--- config.mk ---
export PLATFORM = sky130hd
export DESIGN_NAME = rti_queue
export DESIGN_NICKNAME = d
export VERILOG_FILES = /design/src/hw/rtl/rti_pkg.sv /design/src/hw/rtl/rti_queue.sv
export SDC_FILE = /design/constraint.sdc
export NUM_CORES = 2
export LEC_CHECK = 0
export BUFFER_PORTS_ARGS = -buffer_cell sky130_fd_sc_hd__buf_2
export CORE_MARGIN = 5
export CORE_UTILIZATION = 35
export DETAILED_ROUTE_END_ITERATION = 8
export PLACE_DENSITY_LB_ADDON = 0.15
export REMOVE_ABC_BUFFERS = 1
export SYNTH_ARGS = -nofsm -noshare
export SYNTH_HDL_FRONTEND = slang
export SYNTH_SLANG_ARGS = --single-unit
--- constraint.sdc ---
create_clock -name i_clk -period 31.1 [get_ports i_clk]
set_clock_uncertainty 0.15 [all_clocks]
set_input_delay 0 -clock i_clk [delete_from_list [all_inputs] [get_ports i_clk]]
set_output_delay 0 -clock i_clk [all_outputs]
set_load 0.01 [all_outputs]
--- src/hw/rtl/rti_pkg.sv ---
`default_nettype none
package rti_pkg;

    // field widths
    localparam int CW       = 32;           // coordinate, signed Q16.16
    localparam int TAG_BITS = 24;           // triangle tag
    localparam int EW       = CW + 1;       // vertex difference
    localparam int NW       = 67;           // exact face normal component
    localparam int FNW      = 64;           // saturated normal on the output
    localparam int DW       = 101;          // exact n.D and n.(A-S)
    localparam int QW       = 33;           // fraction, Q0.32 with room for 1.0
    localparam int RW       = DW + QW;      // divider remainder
    localparam int PW       = 35;           // exact hit point component
    localparam int DDW      = PW + 1;       // hit point minus vertex
    localparam int XW       = 70;           // edge cross product component
    localparam int MW       = 72;           // multiplier operand
    localparam int MPW      = 2 * MW;       // multiplier product
    localparam int SUMW     = MPW + 2;      // three-term dot product

    localparam int DIV_STAGES = QW;         // one quotient bit per stage
    localparam int QDEPTH     = 4;          // candidate queue depth
    localparam int QAW        = $clog2(QDEPTH);

    // configuration register index
    localparam int CFG_IW = 3;
    localparam logic [CFG_IW-1:0] REG_START_X = 3'd0;
    localparam logic [CFG_IW-1:0] REG_START_Y = 3'd1;
    localparam logic [CFG_IW-1:0] REG_START_Z = 3'd2;
    localparam logic [CFG_IW-1:0] REG_DIR_X   = 3'd3;
    localparam logic [CFG_IW-1:0] REG_DIR_Y   = 3'd4;
    localparam logic [CFG_IW-1:0] REG_DIR_Z   = 3'd5;

    typedef logic [2:0][CW-1:0] t_vec3;
    typedef logic [2:0][NW-1:0] t_nvec;

    typedef struct packed {
        t_vec3 s;
        t_vec3 d;
    } t_ray;

    typedef struct packed {
        t_vec3               a;
        t_vec3               b;
        t_vec3               c;
        logic [TAG_BITS-1:0] tag;
    } t_tri;

    // triangle that passed the facing and range tests
    typedef struct packed {
        t_tri          face;
        t_nvec         n;
        logic [DW-1:0] den;
        logic [DW-1:0] num;
    } t_cand;

    typedef struct packed {
        logic full;
        logic empty;
    } t_qstat;

endpackage
`default_nettype wire

--- src/hw/rtl/rti_queue.sv ---
`default_nettype none
module rti_queue (
    input  logic             i_clk,
    input  logic             i_rst_n,
    input  logic             i_push,
    input  rti_pkg::t_cand   i_data,
    input  logic             i_pop,
    output rti_pkg::t_cand   o_data,
    output rti_pkg::t_qstat  o_stat
);
    import rti_pkg::*;

    t_cand            r_mem [QDEPTH];
    logic [QAW-1:0]   r_wp, r_rp;
    logic [QAW:0]     r_cnt;

    // pointers and fill count
    always_ff @(posedge i_clk) begin
        if (!i_rst_n) begin
            r_wp  <= '0;
            r_rp  <= '0;
            r_cnt <= '0;
        end else begin
            if (i_push) begin
                r_wp <= r_wp + 1'b1;
            end
            if (i_pop) begin
                r_rp <= r_rp + 1'b1;
            end
            if (i_push && !i_pop) begin
                r_cnt <= r_cnt + 1'b1;
            end else if (!i_push && i_pop) begin
                r_cnt <= r_cnt - 1'b1;
            end
        end
    end

    // entry storage
    always_ff @(posedge i_clk) begin
        if (i_push) begin
            r_mem[r_wp] <= i_data;
        end
    end

    assign o_data       = r_mem[r_rp];
    assign o_stat.full  = (r_cnt == (QAW+1)'(QDEPTH));
    assign o_stat.empty = (r_cnt == '0);

endmodule
`default_nettype wire

==> reports/summary.txt <==
critical path endpoint category - output pin
final worst setup slack - 24.36 ns
Row Count - 199
DRC - 0
Worst Path Arrival - 6.59 ns
Worst-path clk slew - 0.05 ns
M1 GR Usage - 22.80%
layout cells sized above 1 - 37.01%
CTS resizes - 0
FF-to-FF End - r_mem[1][327]
Setup crit end - o_data[182]
Starting Density - 35.17%
Setup Crit Path Kind - reg -> out
final setup vio count - 0
GR Layer Usage met2 - 31.03%
Rel. slew slack - 27.16%
Worst Max-Slew Pin Slew - 1.093 ns
drt wl/cell - 26.64 µm
final worst path period share - 21.69%
Post-synth EDFFs - 2860
routed vias - 53720
core area - 0.2943 mm²
TritonCTS Buffers - 316
max cap viols - 0
initial DRC count - 3828
busiest grt layer - met2
ANT nets after route - 0
Max VDD drop - 0.00005363 V
GR Layer Usage met3 - 7.442%
root buffer cell - clkbuf_16
Synth area leaders - edfxtp_1, mux4_2, buf_6
simple-gate share of the synthesized area - 0.08825%
status - complete, no violations
Worst EP required - 30.95 ns
final net count - 7603
GRT overflow - 0
Die Span Y - 553.8 µm
pin count of the biggest net entering global routing - 138
Yosys warnings - 0
vias per cell - 4.836
Synth top area share - 82.98%
CP Launch Type - flop
initial antenna violation count - 140
clk sinks - 2869
GRT Overall Usage - 18.76%
Critical R2R Launch - r_wp[0]
area of the multi-input gates - 0.01636 mm²
register area - 0.08607 mm²
H-tree level count - 5
TritonRoute pass-1 iters - 5
Fillers - 24880
Reg2Reg Depth - 7
Synth Area per Inst - 27.40 µm²
register area share after synthesis - 83.15%
I/O pins - 1436
Synth Area in Compound Gates - 0.01209%
Power Density - 65.25 mW/mm²
count leader, synth - edfxtp_1
proportion of synthesized area in mux cells - 15.58%
vias in the first global route - 56950
routability cong. - 0.7964
RSZ-0062 raised after global routing - no
shortest period the worst path allows - 6.745 ns
die footprint - 0.3067 mm²
Synth Register Bits - 2869
first-pass GRT wire length - 420000 µm
Finished Layout Cells - 11110
Post-synth ARST share - 0%
pre-CTS setup slack - 25.11 ns
die width - 553.8 µm
Detail Placement HPWL - 192600 µm
main combinational cell family by area after synthesis - multiplexers
Reg2Reg Setup Slack - 25.40 ns
clock latency on the worst-skew pair - 0.88 ns
synth cell count leaders - edfxtp_1, mux4_2, buf_2
Synth Area in Adders - 0.07979%
area delta synth->final - 34.94%
Slew Viols, Final - 0
Inst Count DP - 9041
FMAX - 0.1483 GHz
post-synth cell types - 22
CP Max Fanout - 132
CTS tree - done
hold crit path type - in -> reg
top_reg_cell synth - edfxtp_1
routed wire length - 295900 µm
PortBufs - 1435
cell taking the most area after synthesis - edfxtp_1
final hold vios - 0
mapped cell area - 0.1035 mm²
leakage power - 47.26 nW
CTS max path bufs - 4
cell count after synthesis - 3778
XOR/XNOR Fraction of Synth Area - 0.04231%
setup TNS - 0 ns
[power by group]
group / leakage, nW / switching [mW] / internal, mW / total (mW)
Sequential: 26.3 / 0.0397 / 4.45 / 4.49
Clock: 4.82 / 1.52 / 2.06 / 3.58
Combinational: 16.1 / 0.577 / 0.467 / 1.04
[per-stage QoR]
step           area (µm²)  util (%)  power [mW]  hold WS, ns
6_report           139700     47.46       9.113       0.2628
5_1_grt            139600     47.43       9.468       0.2426
4_1_cts            139500     47.40       9.245       0.1632
3_5_place_dp       115200     39.14       5.478      0.06579
3_3_place_gp       115200     39.14       5.468      0.06053
2_1_floorplan      102400         -       5.472     -0.05113
[flip-flops by register name, indices dropped and copies added, names as in the netlist, named ones only]
register	flops
r_rp	2
r_mem	2860
r_wp	2
r_cnt	3
[cell families (layout without fill, tap and decap cells)]
group                      after synthesis  count (layout)
adders and majority gates                6               6
buffers and inverters                  164            3508
xor gates and xnor gates                 5               5
and+or+nand+nor                         15              15
AOI/OAI and AO/OA                        2               2
muxes                                  717             717
DFF                                   2869            2869
other                                    0              66
[worst max-delay path, cell delays in order, from the launching register on]
cell     delay (ns)
dfxtp_4        0.81
buf_12         0.57
buf_4          0.81
buf_4          0.80
buf_4          0.75
buf_4          0.80
mux4_2         0.44
buf_2          0.16
[cell type report]
cell class,instances,area share (%)
tap,3919,3.511
multi-input combinational,745,11.72
clock buffer,379,5.877
timing repair buffer,2942,15.91
antenna,66,0.1183
clock inverter,183,1.234
sequential,2869,61.62
inverter,4,0.01075
[how the worst min path moves through the flow]
stage / start / end / slack (ns) / depth (start not counted)
after floorplan: i_data[0] / r_mem[0][0] / -0.05 / 0
after global placement: i_data[371] / r_mem[0][371] / 0.06 / 1
after detailed placement: i_data[314] / r_mem[1][314] / 0.07 / 1
after CTS: i_data[212] / r_mem[2][212] / 0.16 / 3
after global routing: i_data[212] / r_mem[2][212] / 0.24 / 3
final: i_pop / r_cnt[2] / 0.26 / 7
[layout by cell type, fill, tap and decap left out, types with 4 or more instances in the layout]
master / instances
clkbuf_16: 319
and2_4: 4
mux4_2: 715
buf_12: 10
clkinv_8: 6
clkbuf_1: 60
clkinv_16: 10
clkinv_2: 43
and2_1: 5
clkinv_1: 91
inv_16: 5
edfxtp_1: 2860
inv_1: 4
buf_2: 1435
buf_4: 59
diode_2: 66
ha_1: 5
dlygate4sd3_1: 1438
bufinv_16: 20
dfxtp_1: 7
[layer usage]
metal	up-vias	part of all wire, %
met5	-	0.14
met4	68	3.0
met3	550	9.7
met2	1806	49
met1	28370	38
li1	22930	-
[repair_timing]
action / 4_1_cts / 5_1_grt
endpoints found under the hold margin: 3039 / 0
hold buffers: 1438 / 0
buffers inserted: 0 / 0
Note: power is estimated with default switching activity, not from simulation.
